==> config.mk <==
export PLATFORM = sky130hd
export DESIGN_NAME = ansi_sgr_stream_styler
export DESIGN_NICKNAME = d
export VERILOG_FILES = /design/src/rtl/core/asss_pkg.sv /design/src/rtl/core/asss_param_ram.sv /design/src/rtl/core/ansi_sgr_stream_styler.sv
export SDC_FILE = /design/constraint.sdc
export NUM_CORES = 1
export LEC_CHECK = 0
export BUFFER_PORTS_ARGS = -buffer_cell sky130_fd_sc_hd__buf_2
export CAP_MARGIN = 15
export CORE_ASPECT_RATIO = 1.4
export CORE_UTILIZATION = 50
export DETAILED_ROUTE_END_ITERATION = 7
export PLACE_DENSITY = 0.73
export SYNTH_ARGS = -nofsm -noshare
export SYNTH_HDL_FRONTEND = slang
export SYNTH_SLANG_ARGS = --single-unit
==> constraint.sdc <==
create_clock -name clock -period 8.9 [get_ports clock]
set_clock_uncertainty 0.2 [all_clocks]
set_input_delay 0.89 -clock clock [delete_from_list [all_inputs] [get_ports clock]]
set_output_delay 0.89 -clock clock [all_outputs]
set_load 0.005 [all_outputs]
==> src/rtl/core/asss_pkg.sv <==
package asss_pkg;

   localparam int MaxParamsDefault = 16;

   typedef struct packed {
      logic [7:0] in_byte;
      logic       end_of_text;
   } req_type;

   typedef struct packed {
      logic [7:0]  text_byte;
      logic        is_bold;
      logic        is_dim;
      logic        is_underline;
      logic        is_strike;
      logic        fg_set;
      logic [23:0] fg_rgb;
      logic        bg_set;
      logic [23:0] bg_rgb;
      logic        span_start;
   } rsp_type;

   typedef struct packed {
      logic        bold;
      logic        dim;
      logic        underline;
      logic        strike;
      logic        fg_set;
      logic [23:0] fg_rgb;
      logic        bg_set;
      logic [23:0] bg_rgb;
   } style_type;

   localparam logic [7:0] ChEsc  = 8'h1B;
   localparam logic [7:0] ChBel  = 8'h07;
   localparam logic [7:0] ChCsi  = 8'h5B;
   localparam logic [7:0] ChOsc  = 8'h5D;
   localparam logic [7:0] ChBsl  = 8'h5C;
   localparam logic [7:0] ChSemi = 8'h3B;
   localparam logic [7:0] ChM    = 8'h6D;
   localparam logic [7:0] ChMinus = 8'h2D;

   function automatic logic [23:0] pal16(input logic [3:0] i);
      case (i)
         4'd0:  pal16 = 24'h000000;
         4'd1:  pal16 = 24'hCD0000;
         4'd2:  pal16 = 24'h00CD00;
         4'd3:  pal16 = 24'hCDCD00;
         4'd4:  pal16 = 24'h0000EE;
         4'd5:  pal16 = 24'hCD00CD;
         4'd6:  pal16 = 24'h00CDCD;
         4'd7:  pal16 = 24'hE5E5E5;
         4'd8:  pal16 = 24'h7F7F7F;
         4'd9:  pal16 = 24'hFF0000;
         4'd10: pal16 = 24'h00FF00;
         4'd11: pal16 = 24'hFFFF00;
         4'd12: pal16 = 24'h5C5CFF;
         4'd13: pal16 = 24'hFF00FF;
         4'd14: pal16 = 24'h00FFFF;
         default: pal16 = 24'hFFFFFF;
      endcase
   endfunction

   function automatic logic [7:0] cube_level(input logic [2:0] i);
      case (i)
         3'd0: cube_level = 8'd0;
         3'd1: cube_level = 8'd95;
         3'd2: cube_level = 8'd135;
         3'd3: cube_level = 8'd175;
         3'd4: cube_level = 8'd215;
         default: cube_level = 8'd255;
      endcase
   endfunction

   // 256-entry palette, computed from the index
   function automatic logic [23:0] palette_rgb(input logic [31:0] idx);
      logic [7:0] v;
      logic [7:0] g;
      logic [7:0] c;
      logic [2:0] q36;
      logic [2:0] q6;
      // negative index counts as 0; grey ramp wraps on the low byte
      v = idx[31] ? 8'd0 : idx[7:0];
      g = 8'd8 + (v - 8'd232) * 8'd10;
      c = v - 8'd16;
      q36 = 3'd0;
      for (int k = 1; k < 6; k++) begin
         if (c >= 8'(36 * k)) q36 = 3'(k);
      end
      c = c - {5'd0, q36} * 8'd36;
      q6 = 3'd0;
      for (int k = 1; k < 6; k++) begin
         if (c >= 8'(6 * k)) q6 = 3'(k);
      end
      c = c - {5'd0, q6} * 8'd6;
      if (!idx[31] && idx[30:8] != 23'd0) begin
         palette_rgb = {g, g, g};
      end else if (v < 8'd16) begin
         palette_rgb = pal16(v[3:0]);
      end else if (v < 8'd232) begin
         palette_rgb = {cube_level(q36), cube_level(q6), cube_level(c[2:0])};
      end else begin
         palette_rgb = {g, g, g};
      end
   endfunction

endpackage

==> src/rtl/core/asss_param_ram.sv <==
module asss_param_ram #(
   parameter int MAX_PARAMS = asss_pkg::MaxParamsDefault,
   localparam int AW = $clog2(MAX_PARAMS)
) (
   input  logic          clock,
   input  logic          wr_en,
   input  logic [AW-1:0] wr_addr,
   input  logic [31:0]   wr_data,
   input  logic [AW-1:0] rd_addr,
   output logic [31:0]   rd_data
);
   logic [31:0] mem [MAX_PARAMS];

   always_ff @(posedge clock) begin
      if (wr_en) begin
         mem[wr_addr] <= wr_data;
      end
      rd_data <= mem[rd_addr];
   end
endmodule

==> src/rtl/core/ansi_sgr_stream_styler.sv <==
// a plain byte's transfer is registered and shows in the cycle after acceptance
// each byte is finished before the next is taken; an sgr final byte walks the
// parameter memory, a read and an apply per token, then a done and a rest step
// a waiting rsp transfer holds off req until it is taken
// reset: synchronous active high; ground phase, style cleared, span pending
module ansi_sgr_stream_styler #(
   parameter int MAX_PARAMS = asss_pkg::MaxParamsDefault
) (
   input  logic              clock,
   input  logic              reset,
   input  logic              req_valid,
   output logic              req_stall,
   input  asss_pkg::req_type req_data,
   output logic              rsp_valid,
   input  logic              rsp_stall,
   output asss_pkg::rsp_type rsp_data
);
   localparam int AW = $clog2(MAX_PARAMS);
   localparam int CW = $clog2(MAX_PARAMS + 1);

   typedef enum logic [2:0] {
      PH_GROUND, PH_ESC, PH_CSI, PH_OSC, PH_OSC_ESC
   } phase_type;

   typedef enum logic [2:0] {
      ST_TAKE, ST_REST, ST_RD, ST_APPLY, ST_DONE
   } fsm_type;

   // sgr walk step: what the fetched token means
   typedef enum logic [2:0] {
      W_CODE, W_MODE, W_IDX, W_R, W_G, W_B
   } walk_type;

   phase_type           phase_ff;
   fsm_type             fsm_ff;
   walk_type            walk_ff;
   logic [CW-1:0]       count_ff;
   logic [CW-1:0]       ptr_ff;
   logic [31:0]         tok_ff;
   logic                neg_ff, dig_ff, bad_ff;
   asss_pkg::style_type style_ff, next_ff;
   logic                pend_ff, fg_ff, eot_ff;
   logic [23:0]         rgb_ff;
   logic                rsp_valid_ff;
   asss_pkg::rsp_type   rsp_ff;

   logic                wr_en;
   logic [AW-1:0]       wr_addr;
   logic [31:0]         wr_data;
   logic [31:0]         rd_data;
   logic [31:0]         tok_val;
   logic [7:0]          b;
   logic                take;
   logic                rsp_emit;
   logic [34:0]         t10;

   asss_param_ram #(.MAX_PARAMS(MAX_PARAMS)) u_ram (
      .clock(clock), .wr_en(wr_en), .wr_addr(wr_addr), .wr_data(wr_data),
      .rd_addr(ptr_ff[AW-1:0]), .rd_data(rd_data)
   );

   assign b = req_data.in_byte;
   assign req_stall = (fsm_ff != ST_TAKE) || (rsp_valid_ff && rsp_stall);
   assign take = req_valid && !req_stall;
   assign rsp_emit = take && phase_ff == PH_GROUND && b != asss_pkg::ChEsc;
   assign rsp_valid = rsp_valid_ff;
   assign rsp_data = rsp_ff;

   always_comb begin
      tok_val = 32'd0;
      if (!bad_ff && dig_ff) begin
         if (neg_ff) tok_val = 32'd0 - tok_ff;
         else if (!tok_ff[31]) tok_val = tok_ff;
      end
   end

   assign t10 = {3'd0, tok_ff} * 35'd10 + {27'd0, b - 8'h30};
   assign wr_en = take && phase_ff == PH_CSI && count_ff < CW'(MAX_PARAMS)
                  && (b == asss_pkg::ChSemi || b == asss_pkg::ChM);
   assign wr_addr = count_ff[AW-1:0];
   assign wr_data = tok_val;

   always_ff @(posedge clock) begin
      if (reset) begin
         phase_ff <= PH_GROUND;
         fsm_ff <= ST_TAKE;
         count_ff <= '0;
         tok_ff <= '0; neg_ff <= 1'b0; dig_ff <= 1'b0; bad_ff <= 1'b0;
         style_ff <= '0;
         pend_ff <= 1'b1;
         rsp_valid_ff <= 1'b0;
         eot_ff <= 1'b0;
      end else begin
         if (rsp_valid_ff && !rsp_stall && !rsp_emit) rsp_valid_ff <= 1'b0;
         unique case (fsm_ff)
            ST_TAKE: if (take) begin
               fsm_ff <= ST_REST;
               eot_ff <= req_data.end_of_text;
               unique case (phase_ff)
                  PH_GROUND: if (b == asss_pkg::ChEsc) phase_ff <= PH_ESC;
                  else begin
                     rsp_valid_ff <= 1'b1;
                     rsp_ff <= {b, style_ff.bold, style_ff.dim, style_ff.underline,
                                style_ff.strike, style_ff.fg_set, style_ff.fg_rgb,
                                style_ff.bg_set, style_ff.bg_rgb, pend_ff};
                     pend_ff <= 1'b0;
                  end
                  PH_ESC: begin
                     if (b == asss_pkg::ChCsi) begin
                        phase_ff <= PH_CSI;
                        count_ff <= '0;
                        tok_ff <= '0; neg_ff <= 1'b0; dig_ff <= 1'b0; bad_ff <= 1'b0;
                     end else if (b == asss_pkg::ChOsc) phase_ff <= PH_OSC;
                     else phase_ff <= PH_GROUND;
                  end
                  PH_CSI: begin
                     if (b >= 8'h40 && b <= 8'h7E) begin
                        phase_ff <= PH_GROUND;
                        tok_ff <= '0; neg_ff <= 1'b0; dig_ff <= 1'b0; bad_ff <= 1'b0;
                        if (b == asss_pkg::ChM) begin
                           if (count_ff < CW'(MAX_PARAMS)) count_ff <= count_ff + 1'b1;
                           next_ff <= style_ff;
                           ptr_ff <= '0;
                           walk_ff <= W_CODE;
                           fsm_ff <= ST_RD;
                        end else count_ff <= '0;
                     end else if (b == asss_pkg::ChSemi) begin
                        if (count_ff < CW'(MAX_PARAMS)) count_ff <= count_ff + 1'b1;
                        tok_ff <= '0; neg_ff <= 1'b0; dig_ff <= 1'b0; bad_ff <= 1'b0;
                     end else if (b >= 8'h30 && b <= 8'h39) begin
                        dig_ff <= 1'b1;
                        if (tok_ff > 32'd214748364 || t10 > 35'h80000000) bad_ff <= 1'b1;
                        else tok_ff <= t10[31:0];
                     end else if (b == asss_pkg::ChMinus && !dig_ff && !neg_ff) begin
                        neg_ff <= 1'b1;
                     end else bad_ff <= 1'b1;
                  end
                  PH_OSC: begin
                     if (b == asss_pkg::ChBel) phase_ff <= PH_GROUND;
                     else if (b == asss_pkg::ChEsc) phase_ff <= PH_OSC_ESC;
                  end
                  default: begin
                     if (b == asss_pkg::ChBsl || b == asss_pkg::ChBel) phase_ff <= PH_GROUND;
                     else if (b == asss_pkg::ChEsc) phase_ff <= PH_OSC_ESC;
                     else phase_ff <= PH_OSC;
                  end
               endcase
            end
            ST_RD: begin
               if (ptr_ff >= count_ff) fsm_ff <= ST_DONE;
               else fsm_ff <= ST_APPLY;
            end
            ST_APPLY: begin
               fsm_ff <= ST_RD;
               ptr_ff <= ptr_ff + 1'b1;
               case (walk_ff)
                  W_CODE: begin
                     if (rd_data == 32'd0) next_ff <= '0;
                     else if (rd_data == 32'd1) next_ff.bold <= 1'b1;
                     else if (rd_data == 32'd2) next_ff.dim <= 1'b1;
                     else if (rd_data == 32'd4) next_ff.underline <= 1'b1;
                     else if (rd_data == 32'd9) next_ff.strike <= 1'b1;
                     else if (rd_data == 32'd22) begin
                        next_ff.bold <= 1'b0; next_ff.dim <= 1'b0;
                     end else if (rd_data == 32'd24) next_ff.underline <= 1'b0;
                     else if (rd_data == 32'd29) next_ff.strike <= 1'b0;
                     else if (rd_data == 32'd39) begin
                        next_ff.fg_set <= 1'b0; next_ff.fg_rgb <= '0;
                     end else if (rd_data == 32'd49) begin
                        next_ff.bg_set <= 1'b0; next_ff.bg_rgb <= '0;
                     end else if (rd_data >= 32'd30 && rd_data <= 32'd37) begin
                        next_ff.fg_set <= 1'b1;
                        next_ff.fg_rgb <= asss_pkg::pal16(4'(rd_data - 32'd30));
                     end else if (rd_data >= 32'd40 && rd_data <= 32'd47) begin
                        next_ff.bg_set <= 1'b1;
                        next_ff.bg_rgb <= asss_pkg::pal16(4'(rd_data - 32'd40));
                     end else if (rd_data >= 32'd90 && rd_data <= 32'd97) begin
                        next_ff.fg_set <= 1'b1;
                        next_ff.fg_rgb <= asss_pkg::pal16(4'(rd_data - 32'd82));
                     end else if (rd_data >= 32'd100 && rd_data <= 32'd107) begin
                        next_ff.bg_set <= 1'b1;
                        next_ff.bg_rgb <= asss_pkg::pal16(4'(rd_data - 32'd92));
                     end else if ((rd_data == 32'd38 || rd_data == 32'd48)
                                  && ptr_ff + 1'b1 < count_ff) begin
                        fg_ff <= (rd_data == 32'd38);
                        walk_ff <= W_MODE;
                     end
                  end
                  W_MODE: begin
                     walk_ff <= W_CODE;
                     if (rd_data == 32'd5 && ptr_ff + 1'b1 < count_ff) walk_ff <= W_IDX;
                     else if (rd_data == 32'd2 && {1'b0, ptr_ff} + 2'd3 < {1'b0, count_ff})
                        walk_ff <= W_R;
                  end
                  W_IDX: begin
                     walk_ff <= W_CODE;
                     if (fg_ff) begin
                        next_ff.fg_set <= 1'b1;
                        next_ff.fg_rgb <= asss_pkg::palette_rgb(rd_data);
                     end else begin
                        next_ff.bg_set <= 1'b1;
                        next_ff.bg_rgb <= asss_pkg::palette_rgb(rd_data);
                     end
                  end
                  W_R: begin rgb_ff[23:16] <= rd_data[7:0]; walk_ff <= W_G; end
                  W_G: begin rgb_ff[15:8] <= rd_data[7:0]; walk_ff <= W_B; end
                  default: begin
                     walk_ff <= W_CODE;
                     if (fg_ff) begin
                        next_ff.fg_set <= 1'b1;
                        next_ff.fg_rgb <= {rgb_ff[23:8], rd_data[7:0]};
                     end else begin
                        next_ff.bg_set <= 1'b1;
                        next_ff.bg_rgb <= {rgb_ff[23:8], rd_data[7:0]};
                     end
                  end
               endcase
            end
            ST_DONE: begin
               fsm_ff <= ST_REST;
               count_ff <= '0;
               if (next_ff != style_ff) begin
                  style_ff <= next_ff;
                  pend_ff <= 1'b1;
               end
            end
            default: begin
               fsm_ff <= ST_TAKE;
               if (eot_ff) begin
                  phase_ff <= PH_GROUND;
                  count_ff <= '0;
                  tok_ff <= '0; neg_ff <= 1'b0; dig_ff <= 1'b0; bad_ff <= 1'b0;
                  style_ff <= '0;
                  pend_ff <= 1'b1;
               end
            end
         endcase
      end
   end

   a_no_take_busy: assert property (@(posedge clock) disable iff (reset)
      (fsm_ff != ST_TAKE) |-> !take) else $error("transfer taken while busy");
   a_count_bound: assert property (@(posedge clock) disable iff (reset)
      count_ff <= CW'(MAX_PARAMS)) else $error("param count overflow");
   a_rsp_hold: assert property (@(posedge clock) disable iff (reset)
      (rsp_valid && rsp_stall) |=> rsp_valid) else $error("response dropped");
   a_walk_bound: assert property (@(posedge clock) disable iff (reset)
      (fsm_ff == ST_APPLY) |-> (ptr_ff < count_ff)) else $error("walk past count");
endmodule
==> metrics <==
Num CTS Buffers 74; Setup Buffers After CTS 0; Hold Path Depth 0; run status finished, violations left; Starting DRT DRC Count 2193; Rows 120; Pwr Density 171 nW/um2; Post-DP HPWL 67600 um; Die Span X 237 um; Setup CP Type reg2reg; relative slew slack 2.41%; Via Count 26684; antenna-violating nets left 0; Syn Area/Cell 12.1 um2; Clock Sinks 789; min Tclk post-route 7.37 ns; port bufs 77; FFs w/ async S/R, synth 0%; Yosys warnings 0; Synth cell types 97; failing checks DRC; Clock Root Buffer clkbuf_16; core area 76600 um2; Reg2Reg Depth 27; Hold Fails Final Rpt 0; Final Cell Area 42800 um2; Routed wire per std cell 24.5 um; number of H-tree levels 3; Placed Area 40200 um2; flops & latches, synth 789; post-synthesis cell area 38700 um2; worst path required time 9.07 ns; number of global-route vias before repair 26174; number of max-cap violations 0; largest net degree at the start of global routing 115; initial antenna violation count 0; area grow syn2layout 10.6%; Starting Density 50.5%; final WL 105000 um; Startpoint Class flop; worst min-delay path category reg2reg; worst vdd ir 144 uV; die height 331 um; worst-path maximum fanout 14; Syn Inst Count 3206; router iterations before antenna repair 8; Most used DFF post-synth edfxtp_1; Ports 78; CTS tree done; Pins Over Slew Limit 0; Clk Latency, worst-skew pair 0.65 ns; setup TNS 0 ns; Die ar. 78500 um2; syn_nets 3361; Clk pin slew, worst setup/hold paths 0.06 ns; fill cell count 6139; Tightest Pin Transition 1.46 ns; Final setup viols 0; global-route wire length before repair 158000 um; RSZ-0062 raised after global routing false; post-synthesis sequential area ratio 57.7%; Max Freq 0.136 GHz; GRT Resource Usage Total 26.7%; clk buf depth 3; post-CTS sizing 0; DR vias/cell 6.22; residual DRC count 12; Hold-fix buffers, CTS 0; Final period util 82.9%; GRT Residual Overflow 0; CP Data Arrival Time 7.55 ns; n_diodes 0; Nets 3404; most frequent cells in the layout edfxtp_1 (654), nand2_1 (282), nor2_1 (270); layout cells sized above 1 11.4%; commonest non-fill, non-tap cell in the layout edfxtp_1; CP endpoint kind flop; routability cong. 0.988; EDFF count, synth 654; Leak Pwr 15.1 nW
## worst max-delay path, cell delays in order (launching register included)
cell	delay, ns
dfxtp_1	0.61
clkinv_1	0.34
nand2_1	0.40
inv_1	0.35
nand3_1	0.18
nor3_1	0.05
a21oi_1	0.13
nand2_1	0.11
or2_2	0.37
nand2_1	0.15
ha_1	0.25
a21o_1	0.17
a21oi_1	0.23
o21bai_1	0.09
a21oi_1	0.18
xor2_1	0.09
nor3_1	0.41
o2111ai_1	0.36
ha_1	0.40
xor2_1	0.17
xnor2_1	0.48
o21ai_0	0.13
o21ai_0	0.16
a21oi_1	0.08
a21oi_1	0.45
o221ai_1	0.28
a21oi_1	0.19
nor2_1	0.06
## where the power goes
part	internal, W	leakage [nW]	switching [W]
Clock	0.00185	1.23	0.00141
Combinational	0.0000253	7.02	0.0000554
Sequential	0.00396	6.85	0.00000590
## metrics by stage
stage	worst slack (ns)	power, W	util, %	cells	hold WS [ns]
6_report	1.53	0.00731	55.9	4287	0.239
5_1_grt	0.886	0.00748	55.9	4287	0.240
4_1_cts	1.72	0.00734	55.9	4285	0.237
3_5_place_dp	1.76	0.00412	52.6	4147	0.222
3_3_place_gp	1.83	0.00412	52.6	4147	0.215
2_1_floorplan	1.84	0.00409	-	3206	0.209
## state kept, by name, indices dropped and copies added (netlist names), 3 cells and up
signal	flops
next_ff	54
style_ff	54
u_ram.mem	512
count_ff	5
u_ram.rd_data	32
fsm_ff	3
rgb_ff	16
rsp_data	63
tok_ff	32
walk_ff	3
ptr_ff	5
phase_ff	3
## cell type report
| class | instances | area, um2 | area share [%] |
|---|---|---|---|
| clock buffer | 107 | 2100 | 4.90 |
| clock inverter | 31 | 449 | 1.05 |
| inverter | 118 | 443 | 1.03 |
| multi-input combinational | 2128 | 15400 | 36.0 |
| sequential | 789 | 22300 | 52.2 |
| tap | 976 | 1220 | 2.85 |
| timing repair buffer | 138 | 856 | 2.00 |
## synthesized netlist by cell type, types with 50 or more instances
cell type	number	area, um2
o21ai_0	120	601
o31a_1	59	517
xor2_1	80	701
nand2_1	285	1070
dfxtp_1	135	2700
ha_1	138	1730
edfxtp_1	654	19600
o221ai_1	70	613
a21oi_1	186	931
mux2i_1	138	1380
mux4_2	65	1460
inv_1	116	435
nor2_1	282	1060
clkbuf_1	132	495
nand3_1	61	305
nor3_1	50	250
xnor2_1	72	631
## routing by layer
layer,vias to the layer above,share of wire [%],track usage [%]
li1,12235,-,-
met1,13159,36,28.9
met2,1005,52,49.4
met3,285,5.1,3.40
met4,0,6.5,17.0
met5,-,0,0
## path summary, 6_finish.rpt
kind	to	start	slack, ns
setup / recovery	next_ff[3]	u_ram.rd_data[31]	1.53
hold / removal	rsp_data[0]	pend_ff	0.24
setup reg to reg	next_ff[3]	u_ram.rd_data[31]	1.53
hold reg to reg	rsp_data[0]	pend_ff	0.24
## kinds of logic after synthesis
family	share of synthesized area (%)
AND/OR/NAND/NOR	10.8
flip-flops	57.7
AO/OA/AOI/OAI	13.1
buffers and inverters	2.89
multiplexers	7.41
XOR/XNOR	3.44
adder cells (fa/ha/maj)	4.69
Power figures use the tool's default switching activity.
